--- src/rtl/core/bfsf_pkg.sv ---
// ----------------------------------------------------------------------------
// bfsf_pkg
// Shared types and constants of the band free segment finder.
// ----------------------------------------------------------------------------
package bfsf_pkg;

   localparam int MaxRects   = 16;
   localparam int CoordWidth = 24;
   localparam int WidthBits  = CoordWidth - 1;
   localparam int IdxBits    = $clog2(MaxRects);
   localparam int CntBits    = $clog2(MaxRects + 1);
   localparam int QDepth     = 2;

   localparam logic [1:0] OP_ADD   = 2'd0;
   localparam logic [1:0] OP_QUERY = 2'd1;
   localparam logic [1:0] OP_CLEAR = 2'd2;
   localparam logic [1:0] OP_NONE  = 2'd3;

   typedef struct packed {
      logic [1:0]                   op;
      logic signed [CoordWidth-1:0] rect_left;
      logic signed [CoordWidth-1:0] rect_top;
      logic signed [CoordWidth-1:0] rect_right;
      logic signed [CoordWidth-1:0] rect_bottom;
      logic signed [CoordWidth-1:0] band_top;
      logic [WidthBits-1:0]         band_height;
      logic signed [CoordWidth-1:0] line_min_x;
      logic signed [CoordWidth-1:0] line_max_x;
   } req_type;

   typedef struct packed {
      logic signed [CoordWidth-1:0] seg_start;
      logic [WidthBits-1:0]         seg_width;
      logic                         seg_valid;
      logic                         last;
      logic                         status;
   } rsp_type;

   // command handed from the front to the back through the queue
   typedef struct packed {
      logic [1:0]                   op;
      logic                         full;
      logic signed [CoordWidth:0]   band_top;
      logic signed [CoordWidth:0]   band_bot;
      logic signed [CoordWidth-1:0] line_min_x;
      logic signed [CoordWidth-1:0] line_max_x;
   } cmd_type;

endpackage

--- src/rtl/core/bfsf_front.sv ---
// ----------------------------------------------------------------------------
// bfsf_front
// Accepts items, writes added rectangles into the store, tracks the count
// and queues one command per add, query or clear item for the back end.
// ----------------------------------------------------------------------------
module bfsf_front (
   input  logic              clock,
   input  logic              reset,
   input  logic              req_valid,
   output logic              req_stall,
   input  bfsf_pkg::req_type req_data,
   output logic              q_valid,
   input  logic              q_pop,
   output bfsf_pkg::cmd_type q_data,
   input  logic              back_busy,
   output logic [bfsf_pkg::CntBits-1:0] count,
   output logic              wr_en,
   output logic [bfsf_pkg::IdxBits-1:0] wr_addr
);
   import bfsf_pkg::*;

   logic [CntBits-1:0] count_ff, count_in;
   cmd_type            queue_ff [QDepth];
   cmd_type            queue_in [QDepth];
   logic [1:0]         fill_ff, fill_in;
   logic               take, push;
   logic               slot;
   cmd_type            cmd;

   // queries read the store, so adds and clears wait until the back is idle
   // and the queue is empty; this keeps the store coherent with each query
   assign req_stall = (fill_ff == 2'(QDepth)) ||
                      ((req_data.op == OP_ADD || req_data.op == OP_CLEAR) &&
                       (fill_ff != 2'd0 || back_busy));
   assign take = req_valid && !req_stall;
   assign push = take && (req_data.op != OP_NONE);

   always_comb begin
      cmd            = '0;
      cmd.op         = req_data.op;
      cmd.full       = (count_ff == CntBits'(MaxRects));
      cmd.band_top   = (CoordWidth+1)'(req_data.band_top);
      cmd.band_bot   = (CoordWidth+1)'(req_data.band_top) +
                       (CoordWidth+1)'({1'b0, req_data.band_height});
      cmd.line_min_x = req_data.line_min_x;
      cmd.line_max_x = req_data.line_max_x;
   end

   assign wr_en   = take && req_data.op == OP_ADD && !cmd.full;
   assign wr_addr = count_ff[IdxBits-1:0];
   assign count   = count_ff;

   always_comb begin
      count_in = count_ff;
      if (wr_en) begin
         count_in = count_ff + 1'b1;
      end else if (take && req_data.op == OP_CLEAR) begin
         count_in = '0;
      end
   end

   assign fill_in = fill_ff + {1'b0, push} - {1'b0, q_pop};

   always_ff @(posedge clock) begin
      if (reset) begin
         count_ff <= '0;
         fill_ff  <= '0;
      end else begin
         count_ff <= count_in;
         fill_ff  <= fill_in;
      end
   end

   // two-entry queue, head at slot 0; a push never meets a full queue
   assign slot = fill_ff[0] && !q_pop;

   always_comb begin
      queue_in = queue_ff;
      if (q_pop) begin
         queue_in[0] = queue_ff[1];
      end
      if (push) begin
         queue_in[slot] = cmd;
      end
   end

   always_ff @(posedge clock) begin
      queue_ff <= queue_in;
   end

   assign q_valid = fill_ff != 2'd0;
   assign q_data  = queue_ff[0];
endmodule

--- src/rtl/core/bfsf_back.sv ---
// ----------------------------------------------------------------------------
// bfsf_back
// Runs one command: add and clear give a single response, a query picks
// the overlapping rectangles in left order, one per pass, and sweeps gaps.
// ----------------------------------------------------------------------------
module bfsf_back (
   input  logic              clock,
   input  logic              reset,
   input  logic              q_valid,
   output logic              q_pop,
   input  bfsf_pkg::cmd_type q_data,
   output logic              busy,
   input  logic [bfsf_pkg::CntBits-1:0] count,
   input  logic [bfsf_pkg::WidthBits-1:0] min_width,
   input  logic signed [bfsf_pkg::CoordWidth-1:0] st_left  [bfsf_pkg::MaxRects],
   input  logic signed [bfsf_pkg::CoordWidth-1:0] st_right [bfsf_pkg::MaxRects],
   input  logic signed [bfsf_pkg::CoordWidth-1:0] st_top   [bfsf_pkg::MaxRects],
   input  logic signed [bfsf_pkg::CoordWidth-1:0] st_bot   [bfsf_pkg::MaxRects],
   output logic              rsp_valid,
   input  logic              rsp_stall,
   output bfsf_pkg::rsp_type rsp_data
);
   import bfsf_pkg::*;

   localparam logic [2:0] S_IDLE = 3'd0;
   localparam logic [2:0] S_PICK = 3'd1;
   localparam logic [2:0] S_STEP = 3'd2;
   localparam logic [2:0] S_TAIL = 3'd3;
   localparam logic [2:0] S_LAST = 3'd4;

   localparam int XW = CoordWidth + 2;

   logic [2:0]                   state_ff, state_in;
   cmd_type                      cmd_ff;
   logic [MaxRects-1:0]          pend_ff, pend_in;
   logic signed [XW-1:0]         cur_ff, cur_in;
   logic signed [CoordWidth-1:0] pl_ff, pr_ff;
   logic                         gp_v_ff, gp_v_in;
   logic signed [XW-1:0]         gp_s_ff, gp_s_in;
   logic signed [XW-1:0]         gp_w_ff, gp_w_in;
   logic                         out_v_ff, out_v_in;
   rsp_type                      out_ff, out_in;
   logic [MaxRects-1:0]          hit;
   logic [IdxBits-1:0]           tr_idx  [MaxRects];
   logic                         tr_v    [MaxRects];
   logic signed [CoordWidth-1:0] tr_left [MaxRects];
   logic [IdxBits-1:0]           best;
   logic                         any;
   logic signed [XW-1:0]         lo, hi, l, r, tail, mw;
   logic                         new_gap, tail_gap;
   logic                         free;

   assign free = !out_v_ff || !rsp_stall;

   // rectangles overlapping the band
   always_comb begin
      for (int i = 0; i < MaxRects; i++) begin
         hit[i] = (i < int'(count)) &&
                  !((CoordWidth+1)'(st_bot[i]) <= q_data.band_top ||
                    (CoordWidth+1)'(st_top[i]) >= q_data.band_bot);
      end
   end

   // earliest smallest left edge among pending entries, pairwise tree;
   // the lower index side wins ties
   always_comb begin
      for (int i = 0; i < MaxRects; i++) begin
         tr_idx[i]  = IdxBits'(i);
         tr_v[i]    = pend_ff[i];
         tr_left[i] = st_left[i];
      end
      for (int s = 1; s < MaxRects; s = s * 2) begin
         for (int i = 0; i + s < MaxRects; i = i + 2 * s) begin
            if (tr_v[i + s] && (!tr_v[i] || tr_left[i + s] < tr_left[i])) begin
               tr_idx[i]  = tr_idx[i + s];
               tr_left[i] = tr_left[i + s];
               tr_v[i]    = 1'b1;
            end
         end
      end
      best = tr_idx[0];
      any  = tr_v[0];
   end

   assign lo = XW'(cmd_ff.line_min_x);
   assign hi = XW'(cmd_ff.line_max_x);
   assign mw = XW'({1'b0, min_width});
   assign l  = (XW'(pl_ff) > lo) ? XW'(pl_ff) : lo;
   assign r  = (XW'(pr_ff) < hi) ? XW'(pr_ff) : hi;

   assign new_gap  = (l > cur_ff) && ((l - cur_ff) >= mw);
   assign tail     = hi - cur_ff;
   assign tail_gap = tail >= mw;

   function automatic rsp_type mk_gap(logic signed [XW-1:0] s,
                                      logic signed [XW-1:0] w, logic lst);
      rsp_type o;
      o.seg_start = s[CoordWidth-1:0];
      o.seg_width = (w > XW'({1'b0, {WidthBits{1'b1}}})) ? {WidthBits{1'b1}}
                                                          : w[WidthBits-1:0];
      o.seg_valid = 1'b1;
      o.last      = lst;
      o.status    = 1'b0;
      return o;
   endfunction

   // each gap waits in the pending slot until the next one shows up, so the
   // final gap can still be marked last when the sweep ends
   always_comb begin
      state_in = state_ff;
      pend_in  = pend_ff;
      cur_in   = cur_ff;
      gp_v_in  = gp_v_ff;
      gp_s_in  = gp_s_ff;
      gp_w_in  = gp_w_ff;
      out_v_in = out_v_ff && rsp_stall;
      out_in   = out_ff;
      q_pop    = 1'b0;
      case (state_ff)
         S_IDLE: begin
            if (q_valid && free) begin
               q_pop = 1'b1;
               if (q_data.op == OP_QUERY) begin
                  pend_in  = hit;
                  cur_in   = XW'(q_data.line_min_x);
                  gp_v_in  = 1'b0;
                  state_in = S_PICK;
               end else begin
                  out_v_in = 1'b1;
                  out_in   = '0;
                  out_in.last   = 1'b1;
                  out_in.status = (q_data.op == OP_ADD) && q_data.full;
               end
            end
         end
         S_PICK: begin
            if (any) begin
               pend_in[best] = 1'b0;
               state_in = S_STEP;
            end else begin
               state_in = S_TAIL;
            end
         end
         S_STEP: begin
            if (r <= cur_ff) begin
               state_in = S_PICK;
            end else if (!(new_gap && gp_v_ff && !free)) begin
               if (new_gap) begin
                  if (gp_v_ff) begin
                     out_v_in = 1'b1;
                     out_in   = mk_gap(gp_s_ff, gp_w_ff, 1'b0);
                  end
                  gp_v_in = 1'b1;
                  gp_s_in = cur_ff;
                  gp_w_in = l - cur_ff;
               end
               cur_in   = r;
               state_in = (r >= hi) ? S_TAIL : S_PICK;
            end
         end
         S_TAIL: begin
            if (!(tail_gap && gp_v_ff && !free)) begin
               if (tail_gap) begin
                  if (gp_v_ff) begin
                     out_v_in = 1'b1;
                     out_in   = mk_gap(gp_s_ff, gp_w_ff, 1'b0);
                  end
                  gp_v_in = 1'b1;
                  gp_s_in = cur_ff;
                  gp_w_in = tail;
               end
               state_in = S_LAST;
            end
         end
         S_LAST: begin
            if (free) begin
               out_v_in = 1'b1;
               if (gp_v_ff) begin
                  out_in = mk_gap(gp_s_ff, gp_w_ff, 1'b1);
               end else begin
                  out_in      = '0;
                  out_in.last = 1'b1;
               end
               gp_v_in  = 1'b0;
               state_in = S_IDLE;
            end
         end
         default: state_in = S_IDLE;
      endcase
   end

   assign busy      = state_ff != S_IDLE || out_v_ff;
   assign rsp_valid = out_v_ff;
   assign rsp_data  = out_ff;

   always_ff @(posedge clock) begin
      if (reset) begin
         state_ff <= S_IDLE;
         out_v_ff <= 1'b0;
         gp_v_ff  <= 1'b0;
      end else begin
         state_ff <= state_in;
         out_v_ff <= out_v_in;
         gp_v_ff  <= gp_v_in;
      end
   end

   always_ff @(posedge clock) begin
      pend_ff <= pend_in;
      cur_ff  <= cur_in;
      gp_s_ff <= gp_s_in;
      gp_w_ff <= gp_w_in;
      out_ff  <= out_in;
      if (state_ff == S_PICK && any) begin
         pl_ff <= tr_left[0];
         pr_ff <= st_right[best];
      end
      if (state_ff == S_IDLE) begin
         cmd_ff <= q_data;
      end
   end
endmodule

--- src/rtl/core/band_free_segment_finder.sv ---
// ----------------------------------------------------------------------------
// band_free_segment_finder
// Rectangle store plus free-gap search for one text line band.
// ----------------------------------------------------------------------------
//  channel | dir | handshake     | payload
//  req     | in  | valid / stall | req_type
//  rsp     | out | valid / stall | rsp_type
//  csr     | in  | valid / ready | min_width
//
// Add and clear: the result passes through the command queue and the output
// register before it is offered. A query offers its final result once the
// one-per-pass left-edge selection has taken each rectangle in the band, or
// sooner when the sweep reaches the span end.
// Reset is synchronous and empties the store. Response stalls hold the back
// end; adds and clears wait while any command is queued or running.
// ----------------------------------------------------------------------------
module band_free_segment_finder (
   input  logic              clock,
   input  logic              reset,
   input  logic              req_valid,
   output logic              req_stall,
   input  bfsf_pkg::req_type req_data,
   output logic              rsp_valid,
   input  logic              rsp_stall,
   output bfsf_pkg::rsp_type rsp_data,
   input  logic              csr_valid,
   output logic              csr_ready,
   input  logic [bfsf_pkg::WidthBits-1:0] csr_data
);
   import bfsf_pkg::*;

   logic                  q_valid, q_pop, busy, wr_en;
   cmd_type               q_data;
   logic [CntBits-1:0]    count;
   logic [IdxBits-1:0]    wr_addr;
   logic [WidthBits-1:0]  min_width_ff;
   logic signed [CoordWidth-1:0] left_ff [MaxRects];
   logic signed [CoordWidth-1:0] right_ff[MaxRects];
   logic signed [CoordWidth-1:0] top_ff  [MaxRects];
   logic signed [CoordWidth-1:0] bot_ff  [MaxRects];

   assign csr_ready = 1'b1;

   always_ff @(posedge clock) begin
      if (reset) begin
         min_width_ff <= '0;
      end else if (csr_valid) begin
         min_width_ff <= csr_data;
      end
   end

   // rectangle store, one register row per entry
   always_ff @(posedge clock) begin
      if (wr_en) begin
         left_ff[wr_addr]  <= req_data.rect_left;
         right_ff[wr_addr] <= req_data.rect_right;
         top_ff[wr_addr]   <= req_data.rect_top;
         bot_ff[wr_addr]   <= req_data.rect_bottom;
      end
   end

   bfsf_front u_front (
      .clock, .reset, .req_valid, .req_stall, .req_data,
      .q_valid, .q_pop, .q_data, .back_busy(busy), .count, .wr_en, .wr_addr
   );

   bfsf_back u_back (
      .clock, .reset, .q_valid, .q_pop, .q_data, .busy, .count,
      .min_width(min_width_ff), .st_left(left_ff), .st_right(right_ff),
      .st_top(top_ff), .st_bot(bot_ff), .rsp_valid, .rsp_stall, .rsp_data
   );
endmodule

--- config.mk ---
export PLATFORM = sky130hd
export DESIGN_NAME = band_free_segment_finder
export DESIGN_NICKNAME = d
export VERILOG_FILES = /design/src/rtl/core/bfsf_pkg.sv /design/src/rtl/core/bfsf_front.sv /design/src/rtl/core/bfsf_back.sv /design/src/rtl/core/band_free_segment_finder.sv
export SDC_FILE = /design/constraint.sdc
export NUM_CORES = 2
export LEC_CHECK = 0
export BUFFER_PORTS_ARGS = -buffer_cell sky130_fd_sc_hd__buf_4
export CAP_MARGIN = 20
export CELL_PAD_IN_SITES_DETAIL_PLACEMENT = 0
export CELL_PAD_IN_SITES_GLOBAL_PLACEMENT = 1
export CORE_AREA = 2 2 513 515
export DETAILED_ROUTE_END_ITERATION = 10
export DIE_AREA = 0 0 515 517
export HOLD_SLACK_MARGIN = 0.1
export PLACE_DENSITY_LB_ADDON = 0.1
export SYNTH_ARGS = -nofsm -noshare
export SYNTH_HDL_FRONTEND = slang
export SYNTH_SLANG_ARGS = --single-unit
--- constraint.sdc ---
create_clock -name clock -period 36.7 [get_ports clock]
set_clock_uncertainty 0.05 [all_clocks]
set_input_delay 1.835 -clock clock [delete_from_list [all_inputs] [get_ports clock]]
set_output_delay 1.835 -clock clock [all_outputs]
set_load 0.01 [all_outputs]
==> metrics.txt <==
Setup CP Type reg -> reg; Final Hold Viols 0; Final ANT Viol Nets 0; Post-Synth Adder-Cell Area 16.5%; fmax 65.1 MHz; most frequent cells in the layout 1,872 x edfxtp_1, 1,364 x ha_1, 528 x inv_1; setup violators final 0; # fillers 23,600; wirelength, routed 319,000 microns; max-cap violation count 0; Reg2Reg Launch Point left_ff[105]; GP Congestion 0.882; H-tree Lvls 4; starting density of the core 39.8%; CTS clk-pin slew, worst paths 0.06 ns; worst endpoint data arrival time 15.97 ns; 1st-iter DRT viols 5,180; final net count 10,100; post-synthesis simple-gate area fraction 8.00%; syn avg cell area 13.0 sq um; XOR/XNOR share of the synthesized area 0.530%; footprint of the multi-input gates 42,700 sq um; DRC 0; share of Yosys cell area claimed by the top area cell type 54.0%; EDFF count, synth 1,872; largest net degree at the start of global routing 99; Top Ports 274; clk root buf clkbuf_16; Synth Instances 8,011; Max Buffers Root-to-Sink 4; Compound-Gate Fraction of Synth Area 10.3%; Initial DRT Pass Iterations 6; Synth async-reset ratio 0%; via count 67,200; most frequent CP cell o21ai_0; Hold WC Path Type reg -> reg; gr usage total 23.6%; core area 261,000 sq um; post-CTS setup repair buffer count 0; Site Rows 188; Die X 515 microns; Setup TNS Final 0 ns; cell taking the most area after synthesis edfxtp_1; initial antenna violation count 34; CTS tree built; mux contribution to synthesized area 5.50%; Die Y 517 microns; unrepaired setup endpoints after global routing no; max-slew violations 0; WL per Instance 26.3 microns; dominant cells by area after synthesis edfxtp_1 54%, ha_1 16%, mux2i_1 3.7%, dfxtp_1 2.6%, a21oi_1 2.2%; Synth Cell Area 104,000 sq um; dpl hpwl 220,000 microns; DIE AREA 266,000 sq um; slowest stage cell, crit path buf_4; share of layout cells above drive strength 1 11.0%; Sinks on Clock Net 2,008; Yosys reg bits 2,008; register area 58,900 sq um; area growth from synthesis to layout 14.2%; ys flop type edfxtp_1; Yosys Warn Count 0; outcome complete, no violations; cts repair resizes 0; vias in the first global route 67,400; cts hold-fix bufs 0; Port Buf Inserts 272; reg-to-reg slack, setup 21.33 ns; Worst Setup SP left_ff[105]; Synth cell types 88; hold path startpoint u_front.q_data[3]; Crit. End Element flip-flop; critical path's largest stage delay 0.79 ns; CP Data Required Time 37.30 ns; routed vias/inst 5.55; Tmin final 15.37 ns; total CTS buffers 236; actual slew at the worst max-slew pin 1.15 ns; DP Worst Slack 21.47 ns; first-pass GRT wire length 461,000 microns; final worst slack 21.33 ns; crit path max fanout 52; period utilization 41.9%; relative slew slack 22.1%; Post-Syn Nets 9,599; Clock Latency Late Sink 0.92 ns; largest family of logic cells by synthesized area adder cells; sequential area share after synthesis 56.7%; commonest non-fill, non-tap cell in the layout edfxtp_1; gr ovfl total 0; CP startpoint kind flip-flop
[cell type report]
cell class | instances | area share [%]
Inverter | 529 | 1.68
Antenna cell | 9 | 0.0190
Sequential cell | 2008 | 49.6
Clock inverter | 131 | 1.12
Timing Repair Buffer | 409 | 2.62
Multi-Input combinational cell | 5302 | 36.0
Tap cell | 3420 | 3.60
Clock buffer | 302 | 5.39
[flip-flops by register name, indices dropped and copies added, names as in the netlist, 26 cells and up]
register / flops
left_ff: 384
u_front.q_data: 101
u_back.rsp_data: 50
bot_ff: 384
u_back.cmd_ff: 48
right_ff: 384
u_front.queue_ff: 100
top_ff: 384
u_back.gp_w_ff: 26
[cells by family after synthesis]
family,after synthesis
multiplexers,513
adder cells (fa/ha/maj),1367
other,1
buffers and inverters,701
flip-flops,2008
AO/OA/AOI/OAI,1682
XOR/XNOR,63
AND/OR/NAND/NOR,1676
[through the flow]
| step | cells | hold WS (ns) | utilization [%] | area, sq um |
|---|---|---|---|---|
| after floorplan | 8011 | 0.358 | - | 104000 |
| after global placement | 11700 | 0.363 | 42.5 | 111000 |
| after detailed placement | 11700 | 0.367 | 42.5 | 111000 |
| after CTS | 12100 | 0.383 | 45.5 | 119000 |
| after global routing | 12100 | 0.388 | 45.5 | 119000 |
| final | 12100 | 0.382 | 45.5 | 119000 |
[path summary, 6_finish.rpt]
| kind | end | cells after the start |
|---|---|---|
| max | u_back.pr_ff[2] | 48 |
| min | u_back.cmd_ff[3] | 0 |
| min reg2reg | u_back.cmd_ff[3] | 0 |
| max reg2reg | u_back.pr_ff[2] | 48 |
[critical path: cells and delay by family, from the launching register on]
family / cells / cell delay (ns)
simple gates: 6 / 0.76
xor+xnor: 1 / 0.24
flops: 1 / 0.39
compound gates: 28 / 8.70
buf+inv: 7 / 2.95
fa+ha+maj: 4 / 1.33
mux: 2 / 0.60
[metal layers]
layer / global-route usage [%] / wire length [microns] / up-vias
met5: 0 / 101 / -
met4: 5.95 / 8190 / 18
met3: 3.15 / 15700 / 420
met2: 39.7 / 151000 / 1619
met1: 32.2 / 143000 / 33400
li1: - / - / 31700
[synthesized netlist by cell type (21+ instances only)]
cell       number
o21ai_0       433
nor2b_1       165
ha_1         1364
nor4_1         22
o22ai_1        31
dfxtp_1       136
clkbuf_1      121
o21a_1        150
edfxtp_1     1872
inv_1         528
nor2_1        363
a31oi_1        38
mux2_2         91
a21oi_1       465
and4_1         41
a222oi_1       28
nand2b_1      121
nand3_1       130
nand4_1       202
mux2i_1       384
and3_1         25
mux4_2         36
a221oi_1       30
a2111oi_0      21
nand2_1       470
a21o_1        216
xnor2_1        45
nor3_1         73
a211oi_1       40
buf_1          28
o211ai_1       50
Power is not shown: default switching activity piles up to over one toggle a cycle in this logic, so the estimate is an artifact.
